File: src/rtl/tlsm_pkg.sv
// Shared types and constants for the two-list sorted merge block.
`default_nettype none
package tlsm_pkg;

   // Fixed field widths of the request and response streams
   localparam int CMD_W      = 2;
   localparam int KEY_IN_W   = 32;
   localparam int TAG_W      = 8;
   localparam int REQ_DATA_W = KEY_IN_W + TAG_W;
   localparam int RSP_DATA_W = KEY_IN_W + TAG_W;

   // Request commands carried on req_tuser
   typedef enum logic [CMD_W-1:0] {
      CMD_LOAD_A = 2'd0,
      CMD_LOAD_B = 2'd1,
      CMD_MERGE  = 2'd2
   } cmd_type;

endpackage
`default_nettype wire

File: src/rtl/two_list_sorted_merge.sv
// Top level of the two-list sorted merge: list RAMs, load/merge control, response register.
//
//  channel | dir | tdata (low bit up)        | tuser            | tlast
//  req_    | in  | key[31:0], tag[39:32]     | cmd[1:0]         | -
//  rsp_    | out | out_key[31:0], tag[39:32] | empty_res        | last
//
// A merge first accepts the request and starts the first reads of both list
// RAMs, then emits one record per cycle while rsp_tready does not stall it
// (count_a + count_b records, or a single marker record when both lists are
// empty); the registered read of the list RAMs is hidden by reading the
// next entry of the chosen list while the current record is sent.
// Reset is synchronous and clears only counts, indexes and control; the RAMs
// are not cleared. A stalled rsp_tready holds the merge in place.
`default_nettype none
module two_list_sorted_merge #(
   parameter int LIST_DEPTH = 32,
   parameter int KEY_WIDTH  = 32
) (
   input  wire logic                              clock,
   input  wire logic                              reset,
   // request channel
   input  wire logic                              req_tvalid,
   output logic                                   req_tready,
   input  wire logic [tlsm_pkg::REQ_DATA_W-1:0]   req_tdata,  // key[31:0], tag[39:32]
   input  wire logic [tlsm_pkg::CMD_W-1:0]        req_tuser,  // cmd[1:0]
   // response channel
   output logic                                   rsp_tvalid,
   input  wire logic                              rsp_tready,
   output logic      [tlsm_pkg::RSP_DATA_W-1:0]   rsp_tdata,  // out_key[31:0], out_tag[39:32]
   output logic                                   rsp_tlast,  // last
   output logic                                   rsp_tuser   // empty_res
);
   import tlsm_pkg::*;

   localparam int CNT_W   = $clog2(LIST_DEPTH + 1);
   localparam int ADDR_W  = (LIST_DEPTH > 1) ? $clog2(LIST_DEPTH) : 1;
   localparam int ENTRY_W = KEY_WIDTH + TAG_W;

   typedef enum logic {
      ST_IDLE,
      ST_PICK
   } state_type;

   state_type              state_ff, state_in;
   logic [CNT_W-1:0]       cnt_a_ff, cnt_a_in;
   logic [CNT_W-1:0]       cnt_b_ff, cnt_b_in;
   logic [CNT_W-1:0]       xa_ff, xa_in;
   logic [CNT_W-1:0]       xb_ff, xb_in;
   logic                   out_v_ff, out_v_in;
   logic [KEY_IN_W-1:0]    out_key_ff, out_key_in;
   logic [TAG_W-1:0]       out_tag_ff, out_tag_in;
   logic                   out_last_ff, out_last_in;
   logic                   out_empty_ff, out_empty_in;

   logic                   req_fire;
   cmd_type                cmd;
   logic                   out_free;
   logic                   we_a, we_b, re_a, re_b;
   logic [ADDR_W-1:0]      ra_a, ra_b;
   logic [ENTRY_W-1:0]     wr_entry;
   logic [ENTRY_W-1:0]     rd_a, rd_b;
   logic signed [KEY_WIDTH-1:0] key_a, key_b, key_sel;
   logic [CNT_W-1:0]       xa_nx, xb_nx;
   logic                   a_av, b_av, take_a;

   // List storage
   assign wr_entry = {req_tdata[KEY_IN_W +: TAG_W], req_tdata[KEY_WIDTH-1:0]};

   tlsm_ram #(.WIDTH(ENTRY_W), .DEPTH(LIST_DEPTH)) u_ram_a (
      .clock  (clock),
      .wr_en  (we_a),
      .wr_addr(cnt_a_ff[ADDR_W-1:0]),
      .wr_data(wr_entry),
      .rd_en  (re_a),
      .rd_addr(ra_a),
      .rd_data(rd_a)
   );

   tlsm_ram #(.WIDTH(ENTRY_W), .DEPTH(LIST_DEPTH)) u_ram_b (
      .clock  (clock),
      .wr_en  (we_b),
      .wr_addr(cnt_b_ff[ADDR_W-1:0]),
      .wr_data(wr_entry),
      .rd_en  (re_b),
      .rd_addr(ra_b),
      .rd_data(rd_b)
   );

   // Heads of both lists come straight from the RAM read registers
   assign key_a = rd_a[KEY_WIDTH-1:0];
   assign key_b = rd_b[KEY_WIDTH-1:0];

   assign req_tready = (state_ff == ST_IDLE);
   assign req_fire   = req_tvalid && req_tready;
   assign cmd        = cmd_type'(req_tuser);
   assign out_free   = !out_v_ff || rsp_tready;

   // Merge choice: A on strictly smaller signed key or when B is exhausted, B wins ties
   assign a_av   = (xa_ff < cnt_a_ff);
   assign b_av   = (xb_ff < cnt_b_ff);
   assign take_a = a_av && (!b_av || (key_a < key_b));
   assign xa_nx  = take_a ? (xa_ff + CNT_W'(1)) : xa_ff;
   assign xb_nx  = take_a ? xb_ff : (xb_ff + CNT_W'(1));
   assign key_sel = take_a ? key_a : key_b;

   // Next-state and datapath control
   always_comb begin
      state_in     = state_ff;
      cnt_a_in     = cnt_a_ff;
      cnt_b_in     = cnt_b_ff;
      xa_in        = xa_ff;
      xb_in        = xb_ff;
      out_v_in     = out_v_ff && !rsp_tready;
      out_key_in   = out_key_ff;
      out_tag_in   = out_tag_ff;
      out_last_in  = out_last_ff;
      out_empty_in = out_empty_ff;
      we_a         = 1'b0;
      we_b         = 1'b0;
      re_a         = 1'b0;
      re_b         = 1'b0;
      ra_a         = '0;
      ra_b         = '0;

      case (state_ff)
         ST_IDLE: begin
            if (req_fire) begin
               case (cmd)
                  CMD_LOAD_A: begin
                     if (cnt_a_ff < CNT_W'(LIST_DEPTH)) begin
                        we_a     = 1'b1;
                        cnt_a_in = cnt_a_ff + CNT_W'(1);
                     end
                  end
                  CMD_LOAD_B: begin
                     if (cnt_b_ff < CNT_W'(LIST_DEPTH)) begin
                        we_b     = 1'b1;
                        cnt_b_in = cnt_b_ff + CNT_W'(1);
                     end
                  end
                  CMD_MERGE: begin
                     // prefetch both heads
                     xa_in    = '0;
                     xb_in    = '0;
                     re_a     = 1'b1;
                     re_b     = 1'b1;
                     state_in = ST_PICK;
                  end
                  default: begin
                  end
               endcase
            end
         end
         ST_PICK: begin
            if (out_free) begin
               out_v_in = 1'b1;
               if (cnt_a_ff == '0 && cnt_b_ff == '0) begin
                  // both lists empty: single marker record
                  out_key_in   = '0;
                  out_tag_in   = '0;
                  out_last_in  = 1'b1;
                  out_empty_in = 1'b1;
                  state_in     = ST_IDLE;
               end else begin
                  out_key_in   = KEY_IN_W'(key_sel);
                  out_tag_in   = take_a ? rd_a[KEY_WIDTH +: TAG_W] : rd_b[KEY_WIDTH +: TAG_W];
                  out_empty_in = 1'b0;
                  out_last_in  = (xa_nx == cnt_a_ff) && (xb_nx == cnt_b_ff);
                  xa_in        = xa_nx;
                  xb_in        = xb_nx;
                  // fetch the next entry of the list just consumed
                  if (take_a) begin
                     re_a = (xa_nx < cnt_a_ff);
                     ra_a = xa_nx[ADDR_W-1:0];
                  end else begin
                     re_b = (xb_nx < cnt_b_ff);
                     ra_b = xb_nx[ADDR_W-1:0];
                  end
                  if (out_last_in) begin
                     cnt_a_in = '0;
                     cnt_b_in = '0;
                     state_in = ST_IDLE;
                  end
               end
            end
         end
         default: begin
            state_in = ST_IDLE;
         end
      endcase
   end

   // State and registered outputs
   always_ff @(posedge clock) begin
      if (reset) begin
         state_ff <= ST_IDLE;
         cnt_a_ff <= '0;
         cnt_b_ff <= '0;
         xa_ff    <= '0;
         xb_ff    <= '0;
         out_v_ff <= 1'b0;
      end else begin
         state_ff <= state_in;
         cnt_a_ff <= cnt_a_in;
         cnt_b_ff <= cnt_b_in;
         xa_ff    <= xa_in;
         xb_ff    <= xb_in;
         out_v_ff <= out_v_in;
      end
      out_key_ff   <= out_key_in;
      out_tag_ff   <= out_tag_in;
      out_last_ff  <= out_last_in;
      out_empty_ff <= out_empty_in;
   end

   assign rsp_tvalid = out_v_ff;
   assign rsp_tdata  = {out_tag_ff, out_key_ff};
   assign rsp_tlast  = out_last_ff;
   assign rsp_tuser  = out_empty_ff;

endmodule
`default_nettype wire

File: src/rtl/tlsm_ram.sv
// Generic single-write, single-read RAM with registered read data.
`default_nettype none
module tlsm_ram #(
   parameter int WIDTH = 40,
   parameter int DEPTH = 32,
   localparam int ADDR_W = (DEPTH > 1) ? $clog2(DEPTH) : 1
) (
   input  wire logic              clock,
   input  wire logic              wr_en,
   input  wire logic [ADDR_W-1:0] wr_addr,
   input  wire logic [WIDTH-1:0]  wr_data,
   input  wire logic              rd_en,
   input  wire logic [ADDR_W-1:0] rd_addr,
   output logic      [WIDTH-1:0]  rd_data
);

   logic [WIDTH-1:0] mem_ff [DEPTH];

   // Write port
   always_ff @(posedge clock) begin
      if (wr_en) begin
         mem_ff[wr_addr] <= wr_data;
      end
   end

   // Registered read port; data holds while rd_en is low
   always_ff @(posedge clock) begin
      if (rd_en) begin
         rd_data <= mem_ff[rd_addr];
      end
   end

endmodule
`default_nettype wire

File: config.mk
export PLATFORM = sky130hd
export DESIGN_NAME = two_list_sorted_merge
export DESIGN_NICKNAME = d
export VERILOG_FILES = /design/src/rtl/tlsm_pkg.sv /design/src/rtl/two_list_sorted_merge.sv /design/src/rtl/tlsm_ram.sv
export SDC_FILE = /design/constraint.sdc
export NUM_CORES = 2
export LEC_CHECK = 0
export ABC_AREA = 1
export BUFFER_PORTS_ARGS = -buffer_cell sky130_fd_sc_hd__buf_4
export CAP_MARGIN = 40
export CORE_UTILIZATION = 60
export DETAILED_ROUTE_END_ITERATION = 7
export GPL_TIMING_DRIVEN = 0
export PLACE_DENSITY = 0.76
export SETUP_SLACK_MARGIN = 0.5
export SYNTH_ARGS = -nofsm -noshare
export SYNTH_HDL_FRONTEND = slang
export SYNTH_HIERARCHICAL = 1
export SYNTH_SLANG_ARGS = --single-unit
export TNS_END_PERCENT = 1
File: constraint.sdc
create_clock -name clock -period 14.83 [get_ports clock]
set_input_delay 1.483 -clock clock [delete_from_list [all_inputs] [get_ports clock]]
set_output_delay 1.483 -clock clock [all_outputs]
set_load 0.05 [all_outputs]
== After elaboration in Yosys (flattened, before gate mapping) ==
Memory sizes are Yosys's and may differ from the RTL's. A register that Yosys moved wholly into a read port is not among the register bits.
Cells that the tools add are included.

* Flip-flop bits (word level): 68
* Memory bits (writable): 2560
* Bits of input ports: 46
* Word-level logic and storage cells: 114
* Memories: 2

* $add $sub $neg: 4
* Order comparisons: 7
* Equality and inequality tests: 13
* Muxes and demuxes: 60
* Bitwise gates (word level): 1
* Reductions and logical operators: 17

{| class="wikitable"
|+ Memory list
! name !! depth !! width !! rd ports !! clocked after Yosys merged registers in !! write ports !! line !! text
|-
| u_ram_a.mem_ff || 32 || 40 || 1 || 1 || 1 || tlsm_ram.sv:17 || <nowiki>logic [WIDTH-1:0] mem_ff [DEPTH];</nowiki>
|-
| u_ram_b.mem_ff || 32 || 40 || 1 || 1 || 1 || tlsm_ram.sv:17 ||
|}

{| class="wikitable"
|+ Operators with widths
! operator !! number
|-
| 6-bit two-way mux || 17
|-
| 6-bit one-hot mux with 2 select lines || 4
|-
| 5-bit two-way mux || 8
|-
| 32-bit less-than comparator || 1
|-
| 32-bit two-way mux || 1
|-
| 1-bit two-way mux || 26
|-
| 6-bit by 1-bit adder with 6-bit output, second input constant || 4
|-
| 6-bit less-than comparator || 4
|-
| 2-bit by 1-bit != test with 1-bit output, second input constant || 8
|-
| 6-bit equality test || 2
|-
| 6-bit logical NOT || 2
|-
| 6-bit less-than comparator, second input constant || 2
|-
| 6-bit AND reduction || 2
|-
| 8-bit two-way mux || 1
|-
| 1-bit one-hot mux with 2 select lines || 3
|-
| 1-bit logical AND || 5
|-
| 4-bit AND reduction || 1
|-
| 1-bit logical NOT || 3
|-
| 2-bit by 1-bit equality test with 1-bit output, second input constant || 1
|-
| 2-bit equality test, second input constant || 1
|-
| 2-bit logical NOT || 1
|-
| 1-bit logical OR || 2
|-
| 2-bit != test, second input constant || 1
|-
| 2-bit AND reduction || 1
|-
| 1-bit NOT || 1
|}

== Longest topological paths before layout ==
* Depth after elaboration: 11
* Depth in mapped cells: 31

== Hierarchy ==
The synthesis kept the hierarchy.

{| class="wikitable"
|+ By module, submodules not included
! module !! instances !! cells each !! area an instance (sq um) !! seq. area each (sq um)
|-
| tlsm_ram || 2 || 4407 || 52803.1 || 39638.0
|-
| two_list_sorted_merge || 1 || 581 || 4888.4 || 1781.7
|}

== Worst setup path before layout ==
OpenSTA, ideal clock, no wires.

* Path type: in2reg
* From: in rsp_tready
* To: reg u_ram_a.rd_data[0], read port of u_ram_a.mem_ff (enable)
* Library setup time: 0.493 ns
* Arrival time: 6.829 ns
* Setup slack: 7.508 ns
* Stages on the path: 6
* Buffers on the path: 0
* Cells stage by stage: nor2_1 > nor2_1 > inv_1 > nor2_1 > nand2_1 > o21ai_0

* Cells in the longest elaborated chain, start to end: 3

{| class="wikitable"
|+ Ends and longest elaborated chain
! element !! line !! text
|-
| start, declared || two_list_sorted_merge.sv:28 || <nowiki>input wire logic rsp_tready,</nowiki>
|-
| 1-bit logical OR || two_list_sorted_merge.sv:96 || <nowiki>assign out_free = !out_v_ff || rsp_tready;</nowiki>
|-
| 1-bit two-way mux || two_list_sorted_merge.sv:155 || <nowiki>if (out_free) begin</nowiki>
|-
| 1-bit one-hot mux with 2 select lines || two_list_sorted_merge.sv:125 || <nowiki>case (state_ff)</nowiki>
|-
| named net re_a || two_list_sorted_merge.sv:58 || <nowiki>logic we_a, we_b, re_a, re_b;</nowiki>
|-
| end, declared || tlsm_ram.sv:14 || <nowiki>output logic [WIDTH-1:0] rd_data</nowiki>
|}

The timed path passes the listed nets, and every way through them passes these cells.
A chain may end at the register's enable or synchronous reset.

== Worst setup path after layout ==
* From: reg u_ram_a.rd_data[31], read port of u_ram_a.mem_ff
* To: reg u_ram_a.rd_data[5], read port of u_ram_a.mem_ff (data pin)

{| class="wikitable"
|+ RTL lines
! element !! line !! text
|-
| 32-bit less-than comparator * || two_list_sorted_merge.sv:101 || <nowiki>assign take_a = a_av && (!b_av || (key_a < key_b));</nowiki>
|-
| 1-bit logical OR * || two_list_sorted_merge.sv:101 ||
|-
| 1-bit logical AND * || two_list_sorted_merge.sv:101 ||
|-
| 6-bit two-way mux || two_list_sorted_merge.sv:102 || <nowiki>assign xa_nx = take_a ? (xa_ff + CNT_W'(1)) : xa_ff;</nowiki>
|-
| 5-bit two-way mux * || two_list_sorted_merge.sv:172 || <nowiki>if (take_a) begin</nowiki>
|-
| 5-bit two-way mux * || two_list_sorted_merge.sv:157 || <nowiki>if (cnt_a_ff == '0 && cnt_b_ff == '0) begin</nowiki>
|-
| 5-bit two-way mux * || two_list_sorted_merge.sv:155 ||
|-
| 5-bit two-way mux * || two_list_sorted_merge.sv:125 ||
|-
| named net ra_a[1] || two_list_sorted_merge.sv:59 || <nowiki>logic [ADDR_W-1:0] ra_a, ra_b;</nowiki>
|}

The timed path passes the listed nets; every way through them passes the cells marked *.

==> metrics.md <==
| Metric | Value |
|---|---|
| Hold WC Path Type | register to register |
| # clock sinks | 2708 |
| Crit path to | u_ram_a/rd_data[5] |
| Syn nets | 9502 |
| Vias per cell | 6.18 |
| Int Pwr | 12500 uW |
| Crit-path cells | ha_1 > nand4_1 > inv_1 > nand2_1 > a21oi_1 > nor2_1 > nand2_1 > nand2_1 > nand3_1 > nand2_1 > buf_6 > buf_4 > nor3_1 > buf_2 > buf_2 > clkbuf_1 > nand3_1 > nand3_1 > nand2_1 > nand2_1 > nand2_1 > nand2_1 > nand2_1 |
| Synth top area cells | edfxtp_1, nand2_1, nand3_1, buf_2, ha_1 |
| Initial Utilization | 0.604 |
| Crit path DAT | 6.57 ns |
| Cell mode on critical path | nand2_1 |
| Gpl congestion | 0.949 |
| Global-route wire length before repair | 466 mm |
| Initial antenna violation count | 24 |
| Max FO, Critical Path | 10 |
| Cell Area, Synth | 110000 um^2 |
| Violated checks | DRC |
| Fin crit share | 0.400 |
| Post-synth EDFFs | ~2700 |
| CTS clk-pin slew, worst paths | 0.06 ns |
| I/O Pins | 90 |
| Final ANT Viol Nets | 0 |
| Top Layer Used | met5 |
| P&R area growth vs syn | 13.3% |
| H-Tree Depth | 5 |
| Seq/Total Area, Yosys | 0.734 |
| # setup viols final | 0 |
| WS Path Type | register to register |
| Post-CTS Setup Bufs | 0 |
| Clk root buf | clkbuf_16 |
| Sw Ratio | 0.207 |
| Worst Reg-to-Reg Cells | 23 |
| Hpwl dp | 204 mm |
| WL/cell | around 26 um |
| Most frequent cell after synthesis | nand2_1 |
| Actual slew at the worst max-slew pin | 0.967 ns |
| Drt pass-1 iters | 8 |
| Via count | 77500 |
| WP data required | 15.47 ns |
| Post-synth top flop | edfxtp_1 |
| CTS tree | built |
| Met2 Wirelength | roughly 150 mm |
| Met3 Wirelength | 35.7 mm |
| Nets | 9970 |
| Post-synth top area cell | edfxtp_1 |
| Max-Cap Viols | 0 |
| Clock Power Share | 0.427 |
| Die Y | roughly 430 um |
| # rows | approximately 160 |
| Vias in the first global route | 74300 |
| Wl on met1 | around 110 mm |
| RR Startpoint | u_ram_a/rd_data[31] |
| CP max-delay cell | buf_2 |
| Ratio of cells with drive above 1 in the final layout | 0.110 |
| Worst Skew | 0.0438 ns |
| Synth unique cells | 35 |
| Post-Synthesis Cells | about 9400 |
| Die Span X | 431 um |
| Logic gate share of total power | 0.037 |
| DR iter-0 viols | 11900 |
| Setup_tns | 0 ns |
| Cell family with most CP delay | simple AND/OR/NAND/NOR gates |
| Max stage delay on crit path | about 0.7 ns |
| CTS Hold Bufs | 0 |
| Total global-route track usage | 0.346 |
| Synth cell count leaders | nand2_1, edfxtp_1, nand3_1, buf_2, nor2_1 |
| Post-route cell area | 125000 um^2 |
| WP buf/inv | 6 |
| Highest clock rate | 168 MHz |
| Relative slew slack | 0.356 |
| Slew Viols, Final | 0 |
| CP Launch Type | register |
| Net load switching power | 3270 uW |
| Core box area | 183000 um^2 |
| Leakage | 0.0457 uW |
| Placed cell area | 117000 um^2 |
| DRC viols | 5 |
| Ys async rst share | 0 |
| Hold Vio Cnt, Final | 0 |
| Largest net degree at the start of global routing | 65 |
| Grt total ovfl | 0 |
| DIE AREA | 186000 um^2 |
| Post-Syn Area per Cell | 11.8 um^2 |
| Yosys warns | 6 |
| IO Port Bufs | 89 |
| Clock latency at the later pin of the worst-skew pair | 0.94 ns |
| Tmin final | between 5 and 6 ns |
| Seq cells post-synth | between 2000 and 3000 |
| Maximum clock path buffer count | 4 |
| Flop pwr share | 0.536 |
| Reg2reg setup slack | 8.89 ns |
| Pwr Density | ~130 nW/um^2 |
| Routed WL | 325 mm |
| Instance count on the critical path | 23 |
| Status | finished, violations left |
| CP Capture Type | register |
| Final Total Pwr | 15800 uW |
| Peak supply drop | 0.116 mV |
| RSZ-0062 raised after global routing | no |
| Share of the synthesized area in the top cell type | 0.729 |
| Crit. Startpoint | u_ram_a/rd_data[31] |
| Number of CTS-inserted buffers | around 290 |
| Resized Gates After CTS | 0 |
| Critical R2R Capture | u_ram_a/rd_data[5] |
worst min-delay path, delay by kind of cell (launching register included):
kind            cells  cell delay, ns
flops               1            0.33
simple gates        1            0.07
compound gates      1            0.05
registers in the layout, indices dropped and copies added (netlist names):
signal / count
u_ram_a/mem_ff: 1280
u_ram_b/mem_ff: 1280
u_ram_a/rd_data: 40
u_ram_b/rd_data: 40
out_key_ff: 32
out_tag_ff: 8
cnt_a_ff: 6
cnt_b_ff: 6
xa_ff: 6
xb_ff: 6
rsp_tlast: 1
rsp_tuser: 1
rsp_tvalid: 1
state_ff: 1
cell families after synthesis:
group | synth area share
AOI/OAI and AO/OA | 0.00747
xor gates and xnor gates | 0.000634
adders and majority gates | 0.00691
buffers and inverters | 0.0300
DFF | 0.734
and+or+nand+nor | 0.221
cell usage in the layout (no fill, tap or decap), types with 14 or more instances in the layout:
cell type	instances
clkbuf_16	295
dfxtp_1	26
a211oi_2	31
diode_2	16
bufinv_16	18
nor2_1	83
clkinv_1	44
buf_12	63
clkbuf_1	165
buf_2	367
buf_4	166
buf_16	14
o21ai_0	19
inv_2	15
nand2_1	3681
inv_1	98
edfxtp_1	2682
a21oi_1	44
ha_1	61
nand3_1	1975
buf_1	23
nor2_4	65
clkinv_2	35
area by class of cell:
| cell class | instances | area (um^2) |
|---|---|---|
| Clock buffer | 368 | 7660 |
| Timing Repair Buffer | 179 | 2480 |
| Antenna cell | 16 | 40.0 |
| Sequential cell | 2708 | 81100 |
| Fill cell | 12400 | 57800 |
| Buffer | 564 | 2890 |
| Multi-Input combinational cell | 6010 | 26600 |
| Clock inverter | 108 | 973 |
| Tap cell | 2464 | 3080 |
| Inverter | 113 | 424 |
through the flow:
stage | hold WS, ns | worst slack (ns) | utilization | std cells
2_1_floorplan | 0.455 | 7.51 | - | 9395
3_3_place_gp | 0.485 | 3.94 | 0.624 | 11900
3_5_place_dp | 0.485 | 9.05 | 0.637 | 12000
4_1_cts | 0.494 | 9.09 | 0.684 | 12500
5_1_grt | 0.516 | 8.75 | 0.684 | 12500
6_report | 0.494 | 8.89 | 0.684 | 12500
power by group through the flow:
stage	registers (uW)	logic (uW)	clock network [uW]
3_5_place_dp	8620	562	0
4_1_cts	8460	566	6780
6_report	8460	577	6740
2_1_floorplan	8630	232	0
3_3_place_gp	8620	532	0
5_1_grt	8450	606	7070
layer usage:
layer / vias up / global-route usage
met5: - / 0
met4: 10 / 0.245
met3: 1124 / 0.0598
met2: 5364 / 0.554
met1: 37200 / 0.433
li1: 33800 / -
how the worst min path moves through the flow:
stage / startpoint / endpoint / slack, ns / cells after the start
final: xb_ff[5] / xb_ff[5] / 0.49 / 2
after global placement: xb_ff[5] / xb_ff[5] / 0.48 / 2
after floorplan: xb_ff[5] / xb_ff[5] / 0.46 / 2
after detailed placement: xb_ff[5] / xb_ff[5] / 0.48 / 2
after CTS: xb_ff[5] / xb_ff[5] / 0.49 / 2
after global routing: xb_ff[5] / xb_ff[5] / 0.52 / 2
Power figures use the tool's default switching activity.
